### config.mk
export PLATFORM = sky130hd
export DESIGN_NAME = wnc_back
export DESIGN_NICKNAME = d
export VERILOG_FILES = /design/src/rtl/wnc_pkg.sv /design/src/rtl/wnc_back.sv
export SDC_FILE = /design/constraint.sdc
export NUM_CORES = 1
export LEC_CHECK = 0
export BUFFER_PORTS_ARGS = -buffer_cell sky130_fd_sc_hd__buf_4
export CAP_MARGIN = 10
export CORE_ASPECT_RATIO = 1.75
export CORE_MARGIN = 2
export CORE_UTILIZATION = 45
export CTS_BUF_LIST = sky130_fd_sc_hd__clkbuf_16
export DETAILED_ROUTE_END_ITERATION = 8
export GPL_TIMING_DRIVEN = 0
export HOLD_SLACK_MARGIN = 0.12
export PLACE_DENSITY_LB_ADDON = 0.15
export SLEW_MARGIN = 20
export SYNTH_ARGS = -nofsm -noshare
export SYNTH_HDL_FRONTEND = slang
export SYNTH_SLANG_ARGS = --single-unit
### constraint.sdc
create_clock -name i_clk -period 16.2 [get_ports i_clk]
set_clock_uncertainty 0.05 [all_clocks]
set_input_delay 4.86 -clock i_clk [delete_from_list [all_inputs] [get_ports i_clk]]
set_output_delay 4.86 -clock i_clk [all_outputs]
set_load 0.01 [all_outputs]
### src/rtl/wnc_pkg.sv
package wnc_pkg;

    localparam int PIX_W       = 8;
    localparam int COORD_W     = 12;
    localparam int CFG_W       = 13;
    localparam int SUM_W       = 5;
    localparam int COORD_LIMIT = 4096;

    localparam logic [CFG_W-1:0] DIM_RESET = 13'd512;
    localparam logic [CFG_W-1:0] DIM_LIMIT = 13'd4096;

    localparam logic [SUM_W-1:0] W_CENTER = 5'd1;
    localparam logic [SUM_W-1:0] W_EDGE   = 5'd2;
    localparam logic [SUM_W-1:0] W_CORNER = 5'd4;

    // Job queue between the front and the back.
    localparam int Q_DEPTH = 4;
    localparam int Q_AW    = 2;
    localparam int Q_CW    = 3;

    typedef enum logic {
        REG_WIDTH  = 1'b0,
        REG_HEIGHT = 1'b1
    } t_cfg_reg;

    typedef logic [PIX_W-1:0]   t_pix;
    typedef logic [COORD_W-1:0] t_coord;

    // One accepted pixel that causes at least one result, with its neighborhood.
    typedef struct packed {
        t_coord          row;
        t_coord          col;
        t_pix            pix;
        logic            has_int;
        logic            has_bdr;
        t_pix            center;
        logic [3:0][PIX_W-1:0] corners;
        logic [3:0][PIX_W-1:0] edges;
    } t_job;

endpackage

### src/rtl/wnc_back.sv
module wnc_back (
    input  logic                         i_clk,
    input  logic                         i_rst_n,
    input  logic                         i_q_valid,
    input  wnc_pkg::t_job                i_head,
    output logic                         o_pop,
    output logic                         o_valid,
    input  logic                         i_ready,
    output logic [wnc_pkg::COORD_W-1:0]  o_out_row,
    output logic [wnc_pkg::COORD_W-1:0]  o_out_col,
    output logic [wnc_pkg::PIX_W-1:0]    o_out_value,
    output logic                         o_last_of_run
);
    import wnc_pkg::*;

    logic             r_valid, n_valid;
    logic             r_second, n_second;
    t_coord           r_row, n_row;
    t_coord           r_col, n_col;
    t_pix             r_val, n_val;
    logic             r_last, n_last;
    logic [SUM_W-1:0] w_sum;
    logic             w_load;

    always_comb begin
        w_sum = W_CENTER;
        for (int k = 0; k < 4; k++) begin
            if (i_head.center <= i_head.corners[k]) begin
                w_sum = w_sum + W_CORNER;
            end
            if (i_head.center <= i_head.edges[k]) begin
                w_sum = w_sum + W_EDGE;
            end
        end
    end

    assign w_load = !r_valid || i_ready;

    // A job with both results gives the interior one first, then the border one.
    always_comb begin
        o_pop    = 1'b0;
        n_valid  = r_valid && !i_ready;
        n_second = r_second;
        n_row    = r_row;
        n_col    = r_col;
        n_val    = r_val;
        n_last   = r_last;
        if (i_q_valid && w_load) begin
            n_valid = 1'b1;
            if (i_head.has_int && !r_second) begin
                n_row  = i_head.row - COORD_W'(1);
                n_col  = i_head.col - COORD_W'(1);
                n_val  = PIX_W'(w_sum);
                n_last = !i_head.has_bdr;
                if (i_head.has_bdr) begin
                    n_second = 1'b1;
                end else begin
                    o_pop = 1'b1;
                end
            end else begin
                n_row    = i_head.row;
                n_col    = i_head.col;
                n_val    = i_head.pix;
                n_last   = 1'b1;
                n_second = 1'b0;
                o_pop    = 1'b1;
            end
        end
    end

    always_ff @(posedge i_clk) begin
        if (!i_rst_n) begin
            r_valid  <= 1'b0;
            r_second <= 1'b0;
        end else begin
            r_valid  <= n_valid;
            r_second <= n_second;
        end
    end

    always_ff @(posedge i_clk) begin
        r_row  <= n_row;
        r_col  <= n_col;
        r_val  <= n_val;
        r_last <= n_last;
    end

    assign o_valid       = r_valid;
    assign o_out_row     = r_row;
    assign o_out_col     = r_col;
    assign o_out_value   = r_val;
    assign o_last_of_run = r_last;

endmodule

==> results.py <==
metrics = {
    "worst_setup_path": {
        "r2r_end": "o_out_col[11]",
        "cp_max_fo": 7,
        "worstSetupPathType": "input port to output pin",
        "worstPathRequired_ns": 11.29,
        "r2r-start": "r_second",
        "cp-end-kind": "output pin",
        "rrSetupSlack_ns": 13.78,
        "crit_arrival_ns": 5.67,
        "cp-start-kind": "input port",
        "worstRegToRegCells": 5,
    },
    "timing": {
        "timing.fmax_mhz": 94.5,
        "finalCritPeriodShare_pct": 65.3,
        "slew_viol_final": 0,
        "final-hold-violation-count": 0,
        "rsz0062_at_grt": "no",
        "worst_pin_slew_ns": 0.728,
        "setup_ws_ns": 5.62,
        "setup-tns-final_ns": 0,
        "finalSetupViolCount": 0,
        "max_slew_margin_pct": 51.0,
        "period_needed_ns": 10.58,
        "fin_worst_hold_slack_ns": 0.459,
    },
    "place": {
        "gp_congestion": 0.852,
        "post-dp-hpwl_mm": 7.41,
        "port_buffers": 144,
        "place_inst": 629,
        "place_ws_ns": 5.61,
    },
    "finish": {
        "multiInputGateArea_sq_um": 2290,
        "mostFrequentLayoutCell": "buf_4",
        "layout_common_cells": "buf_4, ha_1, inv_1, edfxtp_1, nand2_1",
        "seq_area_sq_um": 1030,
        "diodes": 0,
        "final_net_count": 727,
        "area_growth_pct": 36.9,
        "drive_gt1_share_pct": 29.5,
        "fill_cells": 694,
        "fin_cells": 636,
    },
    "global_routing": {
        "antenna_found_initial": 0,
        "grt.total_usage_pct": 20.7,
        "first_global_vias": 3371,
        "grt_max_degree": 34,
        "grt-ovfl-total": 0,
        "grt_pass1_wl_mm": 14.3,
    },
    "floorplanning": {
        "ios": 145,
        "start_util_pct": 45.7,
        "rows": 43,
        "dieArea_sq_um": 8740,
        "coreArea_sq_um": 7860,
        "dieHeight_um": 122,
        "die_x_um": 71.6,
    },
    "cts": {
        "cts.path.max_buffers": 2,
        "cts_setup_buffers": 0,
        "clk_latency_ns": 0.28,
        "cts_max_level": 2,
        "cts_tree": "done",
        "ctsHoldBuffers": 0,
        "clk_pin_slew_ns": 0.05,
        "cts_buffers": 5,
        "cts_root_buf": "clkbuf_16",
        "cts_sinks": 35,
        "cts_resized": 0,
    },
    "pwr": {
        "p_sw_share_pct": 31.1,
        "p_clk_share_pct": 26.5,
        "cellPowerDensity_nw_per_um2": 68.3,
        "comb_power_share_pct": 40.6,
        "ir_worst_vdd_mv": 0.0350,
        "p_leak_nw": 2.54,
        "switching_power_w": 0.000105,
        "seq_power_share_pct": 32.9,
        "p_int_w": 0.000231,
    },
    "route": {
        "totalWireLength_mm": 8.78,
        "drt_iter0_drc": 101,
        "ant_nets": 0,
        "vias": 3352,
        "first_pass_iters": 4,
        "wl_per_cell_um": 13.8,
        "drc": 0,
        "viasPerCell": 5.27,
    },
    "synth": {
        "yosysWarnings": 0,
        "ys_seq_elements": 35,
        "synthDistinctLibCells": 51,
        "yosysTopAreaCell": "edfxtp_1",
        "synthCells": 395,
        "ys_top_cells_by_area": "edfxtp_1, ha_1, inv_1, xor2_1, o21ai_0",
        "synth_flop_cell": "edfxtp_1",
        "synth_area_per_cell_sq_um": 9.10,
        "synth_edf_count": 33,
        "synth-async-reset-ratio_pct": 0,
        "yosysSeqAreaShare_pct": 28.7,
        "netlist_area_sq_um": 3590,
        "synth_top_area_share_pct": 27.6,
        "synth_nets": 576,
    },
    "status": {
        "status": "complete, no violations",
    },
    "hold_path": {
        "min_to": "o_valid",
        "hold_path_class": "flop to flop",
        "min_path_cells": 2,
        "hp-start": "o_valid",
    },
    "flow_run": {
        "drv_cap": 0,
    },
}
Yosys cell counts, types with 5 or more instances:
library cell	number
a21o_1	5
a21oi_1	20
and2_1	5
edfxtp_1	33
ha_1	70
inv_1	69
nand2_1	25
nand2b_1	8
nand3_1	6
nand4_1	10
nor2_1	13
nor2b_1	11
nor3_1	8
nor4_1	6
o21a_1	5
o21ai_0	21
or3_1	5
xnor2_1	11
xor2_1	13
state kept, by name, summed over array words and instances (netlist names):
signal and count:
o_last_of_run 1, o_out_col 12, o_out_row 12, o_out_value 8, o_valid 1, r_second 1
critical path: stages:
cell	delay, ns
buf_4	0.08
nor2b_1	0.11
clkbuf_1	0.33
a21oi_1	0.13
buf_4	0.16
cells by family after synthesis:
group,after synthesis,share of synthesized area (%)
xor+xnor,24,5.85
flops,35,28.7
compound gates,79,15.2
simple gates,111,16.9
buf+inv,72,7.52
fa+ha+maj,72,25.2
mux,2,0.557
final cells by class:
cell class,count,share of cell area (%)
Timing Repair Buffer,144,22.0
Clock buffer,5,2.54
Tap cell,90,2.29
Buffer,3,0.229
Inverter,69,5.26
Multi-Input combinational cell,288,46.6
Sequential cell,35,21.0
Clock inverter,2,0.178
layer usage:
layer | track usage [%] | up-vias | routed length (um)
li1 | - | 1701 | -
met1 | 19.7 | 1513 | 3030
met2 | 40.9 | 117 | 4890
met3 | 2.96 | 21 | 545
met4 | 11.2 | 0 | 311
met5 | 0 | - | 0
per-stage QoR:
step	cell area (sq um)	util, %	power [W]
detailed placement	4790	60.9	0.000249
global route	4920	62.6	0.000359
CTS	4920	62.6	0.000338
floorplan	3590	-	0.000196
global placement	4790	60.9	0.000244
finish	4920	62.6	0.000336
power groups by stage:
stage	sequential (W)	combinational, W	clock [W]
floorplan	0.000116	0.0000802	0
global placement	0.000112	0.000132	0
detailed placement	0.000112	0.000137	0
CTS	0.000111	0.000138	0.0000903
global route	0.000111	0.000155	0.0000932
finish	0.000110	0.000136	0.0000890
how the worst max path moves through the flow:
stage	from	to	slack, ns	cells after the start
after floorplan	i_head[73]	o_pop	5.90	3
after global placement	i_head[73]	o_pop	5.63	5
after detailed placement	i_head[73]	o_pop	5.61	5
after CTS	i_head[73]	o_pop	5.61	5
after global routing	i_head[73]	o_pop	5.48	5
final	i_head[73]	o_pop	5.62	5
(Power assumes the default switching activity.)
