### config.mk
export PLATFORM = sky130hd
export DESIGN_NAME = wnc_queue
export DESIGN_NICKNAME = d
export VERILOG_FILES = /design/src/rtl/wnc_pkg.sv /design/src/rtl/wnc_queue.sv
export SDC_FILE = /design/constraint.sdc
export NUM_CORES = 1
export LEC_CHECK = 0
export BUFFER_PORTS_ARGS = -buffer_cell sky130_fd_sc_hd__buf_2
export CORE_MARGIN = 10
export CORE_UTILIZATION = 35
export DETAILED_ROUTE_END_ITERATION = 6
export SYNTH_ARGS = -nofsm -noshare
export SYNTH_HDL_FRONTEND = slang
export SYNTH_SLANG_ARGS = --single-unit
### constraint.sdc
create_clock -name i_clk -period 4.3 [get_ports i_clk]
set_clock_uncertainty 0.15 [all_clocks]
set_input_delay 0.215 -clock i_clk [delete_from_list [all_inputs] [get_ports i_clk]]
set_output_delay 0.215 -clock i_clk [all_outputs]
set_load 0.01 [all_outputs]
### src/rtl/wnc_pkg.sv
package wnc_pkg;

    localparam int PIX_W       = 8;
    localparam int COORD_W     = 12;
    localparam int CFG_W       = 13;
    localparam int SUM_W       = 5;
    localparam int COORD_LIMIT = 4096;

    localparam logic [CFG_W-1:0] DIM_RESET = 13'd512;
    localparam logic [CFG_W-1:0] DIM_LIMIT = 13'd4096;

    localparam logic [SUM_W-1:0] W_CENTER = 5'd1;
    localparam logic [SUM_W-1:0] W_EDGE   = 5'd2;
    localparam logic [SUM_W-1:0] W_CORNER = 5'd4;

    // Job queue between the front and the back.
    localparam int Q_DEPTH = 4;
    localparam int Q_AW    = 2;
    localparam int Q_CW    = 3;

    typedef enum logic {
        REG_WIDTH  = 1'b0,
        REG_HEIGHT = 1'b1
    } t_cfg_reg;

    typedef logic [PIX_W-1:0]   t_pix;
    typedef logic [COORD_W-1:0] t_coord;

    // One accepted pixel that causes at least one result, with its neighborhood.
    typedef struct packed {
        t_coord          row;
        t_coord          col;
        t_pix            pix;
        logic            has_int;
        logic            has_bdr;
        t_pix            center;
        logic [3:0][PIX_W-1:0] corners;
        logic [3:0][PIX_W-1:0] edges;
    } t_job;

endpackage

### src/rtl/wnc_queue.sv
module wnc_queue (
    input  logic                     i_clk,
    input  logic                     i_rst_n,
    input  logic                     i_push,
    input  wnc_pkg::t_job            i_job,
    input  logic                     i_pop,
    output logic                     o_valid,
    output wnc_pkg::t_job            o_head,
    output logic [wnc_pkg::Q_CW-1:0] o_count
);
    import wnc_pkg::*;

    t_job              r_mem [Q_DEPTH];
    logic [Q_AW-1:0]   r_wr_ptr;
    logic [Q_AW-1:0]   r_rd_ptr;
    logic [Q_CW-1:0]   r_count;
    logic              w_pop;

    assign o_valid = (r_count != '0);
    assign o_head  = r_mem[r_rd_ptr];
    assign o_count = r_count;
    assign w_pop   = i_pop && o_valid;

    always_ff @(posedge i_clk) begin
        if (i_push) begin
            r_mem[r_wr_ptr] <= i_job;
        end
    end

    always_ff @(posedge i_clk) begin
        if (!i_rst_n) begin
            r_wr_ptr <= '0;
            r_rd_ptr <= '0;
            r_count  <= '0;
        end else begin
            if (i_push) begin
                r_wr_ptr <= r_wr_ptr + Q_AW'(1);
            end
            if (w_pop) begin
                r_rd_ptr <= r_rd_ptr + Q_AW'(1);
            end
            r_count <= r_count + Q_CW'(i_push) - Q_CW'(w_pop);
        end
    end

endmodule

==> results of run 1 <==
sequential cells by signal, indices dropped and copies added (netlist names), named ones only:
name and count:
r_mem 424, o_count 3, r_rd_ptr 2, r_wr_ptr 2
cell type report:
cell class | count | area, um2 | area share, %
inverter | 6 | 22.5 | 0.112
clock buffer | 66 | 1290 | 6.42
tap | 592 | 741 | 3.68
timing repair buffer | 339 | 2350 | 11.7
clock inverter | 14 | 123 | 0.610
multi-input combinational | 135 | 2660 | 13.2
sequential | 433 | 12900 | 64.3
through the flow:
step / util [%] / instances
floorplan: - / 598
global placement: 39.6 / 1395
detailed placement: 39.6 / 1395
CTS: 45.3 / 1585
global route: 45.3 / 1585
finish: 45.3 / 1585
synth_stat cells:
| cell | n |
|---|---|
| xor2_1 | 1 |
| inv_1 | 6 |
| or3_1 | 1 |
| nor2b_1 | 1 |
| nand2_1 | 2 |
| mux2i_1 | 4 |
| ha_1 | 6 |
| fa_1 | 1 |
| buf_6 | 1 |
| buf_2 | 12 |
| dfxtp_1 | 9 |
| o311ai_0 | 1 |
| clkbuf_1 | 6 |
| xnor3_1 | 1 |
| nand2b_1 | 2 |
| and2_1 | 8 |
| mux4_2 | 106 |
| o31a_1 | 1 |
| buf_8 | 5 |
| edfxtp_1 | 424 |
cell families (layout without fill, tap and decap cells):
kind of cell / after synthesis / in the layout / share of synthesized area (%)
AO/OA/AOI/OAI: 2 / 2 / 0.111
XOR/XNOR: 2 / 2 / 0.199
adder cells (fa/ha/maj): 7 / 7 / 0.603
buffers and inverters: 30 / 425 / 1.21
flip-flops: 433 / 433 / 81.9
multiplexers: 110 / 110 / 15.4
AND/OR/NAND/NOR: 14 / 14 / 0.524
layer usage:
metal | global-route usage, % | vias up | wire, um
li1 | - | 3313 | -
met1 | 15.6 | 3899 | 14000
met2 | 19.8 | 201 | 16100
met3 | 3.43 | 57 | 2040
met4 | 4.17 | 2 | 742
met5 | 0 | - | 13
cell usage in the layout (no fill, tap or decap):
master / n
buf_12: 6
clkinv_1: 4
or3_1: 1
bufinv_16: 2
and2_1: 4
buf_4: 4
ha_1: 6
nor2b_1: 1
dfxtp_1: 7
dlygate4sd3_1: 110
clkinv_2: 6
inv_6: 1
edfxtp_1: 424
clkbuf_1: 17
and2_4: 4
nand2_1: 2
xnor3_1: 1
clkinv_4: 1
buf_2: 219
nand2b_1: 2
fa_1: 1
mux2i_1: 4
mux4_2: 106
o311ai_0: 1
xor2_1: 1
dfxtp_4: 2
clkbuf_16: 49
o31a_1: 1
inv_1: 6
power breakdown:
group | leakage, nW | switching (mW) | internal [mW] | total [mW]
Clock | 0.691 | 1.53 | 2.20 | 3.72
Combinational | 2.12 | 0.927 | 0.940 | 1.87
Sequential | 3.97 | 0.0983 | 4.87 | 4.96
what timing repair did:
action	in CTS	in global routing
setup buffers	0	0
endpoints found under the hold margin	433	0
hold buffers	110	0
gates resized for setup	0	0
how the worst max path moves through the flow:
stage / start / endpoint / slack [ns]
floorplan: r_wr_ptr[0] / r_mem[0][0] / 0.69
global placement: flip-flop / o_head[104] / 1.92
detailed placement: flip-flop / o_head[104] / 1.93
CTS: flip-flop / o_head[104] / 1.29
global route: flip-flop / o_head[16] / 1.25
finish: flip-flop / o_head[16] / 1.39
==> impl_metrics.csv, run 1 <==
group,metric,value,unit
critical_path,cp_slowest_cell,"dfxtp_4",
synth,synth_area,0.0158,mm2
global_routing,grt_overflow_total,0,
global_routing,antenna_found_initial,1,
synth,yosys.area.top_type_share,80.8,%
floorplan,num_io_pins,220,
cts,clk_latency,0.56,ns
critical_path,crit_fanout,56,
sta,hold_ws,0.260,ns
route,route.detailed.drc,0,
sta,hold_viol,0,
sta,setup_violations,0,
floorplan,start_util,35.5,%
run_status,status,"completed",
finish,n_antenna_cell,0,
synth,yosysWarnings,0,
sta,fmax,0.344,GHz
synth,post_synth_inst_count,598,
critical_path,r2r_slack,2.06,ns
min_path,worstHoldPathType,"input port to flip-flop",
critical_path,reg2reg_depth,7,
cts,htreeDepth,2,
synth,synth-seq-cells,433,
finish,design_area,0.0201,mm2
finish,fillers,3709,
finish,final_nets,1078,
floorplan,num_rows,77,
critical_path,required,3.93,ns
critical_path,start_kind,"flip-flop",
critical_path,cp-end-kind,"primary output",
flow_run,maxCapViolCount,0,
route,avgRoutedWirePerCell,20.8,um
cts,cts_root_buffer,"clkbuf_16",
critical_path,cp_cell_sequence,"buf_4, mux4_2, buf_2",
route,avgViaCountPerCell,4.71,
synth,ys_seq_area_share,81.9,%
sta,relSlewSlack,36.8,%
placement,dpl_cell_area,0.0176,mm2
critical_path,cp.depth,3,
global_routing,gr-usage-all-layers,12.2,%
sta,period_needed,2.91,ns
critical_path,reg2reg_from,"o_count[1]",
sta,maxSlewViolCount,0,
cts,clkTransAtPathRegs,0.06,ns
floorplan,fp.dieW,232,um
synth,avgSynthCellArea,26.4,um2
route,vias,7472,
critical_path,crit_family,"flip-flops",
placement,place_worst_setup_slack,1.93,ns
min_path,holdCritStartpoint,"i_job[45]",
global_routing,grt_pass1_vias,8271,
power,ir_worst_vdd,0.350,mV
finish,syn_to_final_growth,27.6,%
power,p_total,10.6,mW
sta,worst_slew_pin_slew,0.948,ns
finish,drive_gt1_share,40.3,%
critical_path,critPathKind,"flip-flop to primary output",
min_path,hold_path_depth,2,
route,totalWireLength,33000,um
placement,io_buffers,219,
route,drtAntennaViolNets,0,
power,pwr_density_cell,525,mW/mm2
route,dr.first_iter.drc_count,463,
critical_path,slowest_delay,0.96,ns
sta,period_share,67.7,%
cts,clock_path_buffers,3,
sta,fin_ws,1.39,ns
critical_path,r2r_end,"o_count[2]",
critical_path,cp.arrival,2.55,ns
critical_path,crit_buf_inv,2,
floorplan,die_area,0.0539,mm2
cts,cts_buffers,46,
floorplan,die_height,232,um
global_routing,grt_pass1_wl,50600,um
sta,tns,0,ns
route,drt_first_pass_iters,4,
cts,clkSinkCount,433,
synth,synthesis.nets,715,
power,p_leak,6.78,nW
synth,yosysTopAreaCell,"edfxtp_1",
synth,synth_cell_types,20,
global_routing,grt_max_degree,72,
floorplan,coreArea,0.0444,mm2
cts,tritoncts,"built",
min_path,worstHoldEndpoint,"r_mem[1][45]",
placement,dp_hpwl,18900,um
placement,place_congestion,0.663,
sta,rsz0062_at_grt,"no",
synth,ys_top_cells_by_area,"edfxtp_1 81%, mux4_2 15%, dfxtp_1 1.1%",
No activity file was read; power rests on OpenSTA's default activity.
==> inputs of run 2 (changes only) <==
==> constraint.sdc (replaced) <==
create_clock -name i_clk -period 2.4 [get_ports i_clk]
set_clock_uncertainty 0.15 [all_clocks]
set_input_delay 0.12 -clock i_clk [delete_from_list [all_inputs] [get_ports i_clk]]
set_output_delay 0.12 -clock i_clk [all_outputs]
set_load 0.01 [all_outputs]
==> run 2 against run 1 <==
Wire length rose by 0.12%. Critical endpoint is now o_head[79]. First-iteration DRC count grew 17%. Sequential cell count stayed put. Worst setup slack worse by 1.3 ns. Critical path depth grew 1. Cell count grew 1.3%. Power up 77%. Clock-buffer cell count down 12.
==> impl_metrics.csv, run 2 (synthesis results as in run 1) <==
group,metric,value,unit
run_status,status,"completed",
sta,relSlewSlack,69.0,%
power,p_total,18.7,mW
finish,largest-register,"r_mem",
finish,largest_reg_flops,424,
critical_path,required,2.13,ns
critical_path,cp_slowest_cell,"mux4_2",
min_path,worstHoldEndpoint,"r_mem[1][7]",
min_path,hold_path_depth,2,
floorplan,start_util,35.5,%
power,internal_power,14.1,mW
critical_path,reg2reg_from,"o_count[1]",
sta,fmax,0.436,GHz
critical_path,cp-end-kind,"primary output",
global_routing,gr-usage-all-layers,12.2,%
power,p_switching,4.60,mW
critical_path,start_kind,"flip-flop",
flow_run,maxCapViolCount,0,
cts,tritoncts,"built",
finish,layout_common_cells,"424 x edfxtp_1, 219 x buf_2, 110 x dlygate4sd3_1",
sta,tns,0,ns
sta,period_needed,2.30,ns
route,route.detailed.drc,0,
placement,place_congestion,0.697,
min_path,worstHoldPathType,"input port to flip-flop",
finish,syn_to_final_growth,28.9,%
power,p_leak,6.86,nW
sta,maxSlewViolCount,0,
cts,cts_buffers,45,
route,drt_first_pass_iters,4,
power,pwr_density_cell,922,mW/mm2
critical_path,reg2reg_depth,7,
finish,final_util,45.7,%
finish,fillers,3705,
critical_path,crit_top_cell,"buf_12",
floorplan,num_rows,77,
power,comb_power_share,19.7,%
power,p_seq_share,47.2,%
finish,final_nets,1098,
placement,io_buffers,219,
route,avgViaCountPerCell,4.68,
sta,worst_slew_pin_slew,0.465,ns
global_routing,grt_pass1_wl,50100,um
route,drtAntennaViolNets,0,
finish,drive_gt1_share,41.1,%
sta,period_share,95.6,%
power,clkPwrFrac,33.1,%
finish,layout.cells.non_filler,1605,
power,switching_share,24.6,%
cts,clk_latency,0.55,ns
floorplan,die_height,232,um
route,dr.first_iter.drc_count,542,
critical_path,crit_buf_inv,3,
floorplan,fp.dieW,232,um
cts,clkSinkCount,433,
placement,dp_hpwl,21000,um
critical_path,cp.arrival,2.03,ns
route,vias,7516,
floorplan,die_area,0.0539,mm2
placement,dpl_cell_area,0.0179,mm2
floorplan,coreArea,0.0444,mm2
cts,htreeDepth,2,
cts,clkTransAtPathRegs,0.06,ns
critical_path,critPathKind,"flip-flop to primary output",
critical_path,r2r_end,"o_count[2]",
placement,dp.cells,1414,
critical_path,r2r_slack,0.16,ns
min_path,holdCritStartpoint,"i_job[7]",
critical_path,crit_family,"multiplexers",
route,totalWireLength,33000,um
route,avgRoutedWirePerCell,20.6,um
sta,setup_violations,0,
power,ir_worst_vdd,0.831,mV
cts,clock_path_buffers,3,
critical_path,slowest_delay,0.56,ns
sta,rsz0062_at_grt,"no",
global_routing,antenna_found_initial,6,
finish,design_area,0.0203,mm2
global_routing,grt_pass1_vias,8425,
finish,mostFrequentLayoutCell,"edfxtp_1",
global_routing,grt_max_degree,59,
cts,cts_root_buffer,"clkbuf_16",
critical_path,cp_cell_sequence,"buf_12, buf_12, mux4_2, buf_2",
critical_path,crit_fanout,23,
sta,hold_viol,0,
floorplan,num_io_pins,220,
global_routing,grt_overflow_total,0,
-- run 2: cell types whose count changed in the layout (fill, tap and decap cells not counted), moves of 4 or more --
cell,before,now
clkbuf_16,49,45
buf_4,4,11
clkinv_1,4,13
clkbuf_1,17,9
buf_12,6,20
diode_2,0,4
-- run 2: what timing repair did --
action                                  CTS  global route
gates resized for setup                   0             0
buffers inserted                          2             0
hold buffers                            110             0
endpoints found under the setup margin   40             0
hold endpoints to repair                442             0
-- run 2: power by group through the flow --
stage                     Clock (mW)  Sequential, mW  Combinational [mW]
after floorplan                    0            8.95                2.17
after global placement             0            9.00                3.55
after detailed placement           0            9.03                3.58
after CTS                       6.41            8.84                3.81
after global routing            6.71            8.86                3.97
final                           6.20            8.83                3.69
-- run 2: worst max path at each step --
stage                 endpoint  slack, ns  cells past startpoint
CTS                 o_head[79]       0.04                      4
global placement    o_count[2]       0.22                      7
floorplan           o_count[2]       0.24                      7
finish              o_head[79]       0.10                      4
global route        o_head[65]      0.003                      4
detailed placement  o_count[2]       0.17                      7
-- run 2: layout make-up --
cell class	count	area, um2	area share (%)
inverters	6	22.5	0.111
multi-input cells	135	2660	13.1
flip-flops and latches	433	12900	63.6
well taps	592	741	3.65
clock inverters	21	120	0.591
diodes	4	10.0	0.0493
repair buffers	360	2680	13.2
clock buffers	54	1160	5.71
-- run 2: per-layer routing --
metal / GRT usage [%] / part of all wire [%]
met5: 0 / 0.067
met4: 4.39 / 2.0
met3: 3.62 / 7.0
met2: 19.9 / 50
met1: 15.1 / 41
-- run 2: stage by stage --
stage               hold slack [ns]  worst slack (ns)
finish                        0.165             0.104
global route                  0.151           0.00343
CTS                           0.118            0.0415
detailed placement            0.188             0.172
global placement              0.184             0.222
floorplan                    0.0689             0.238
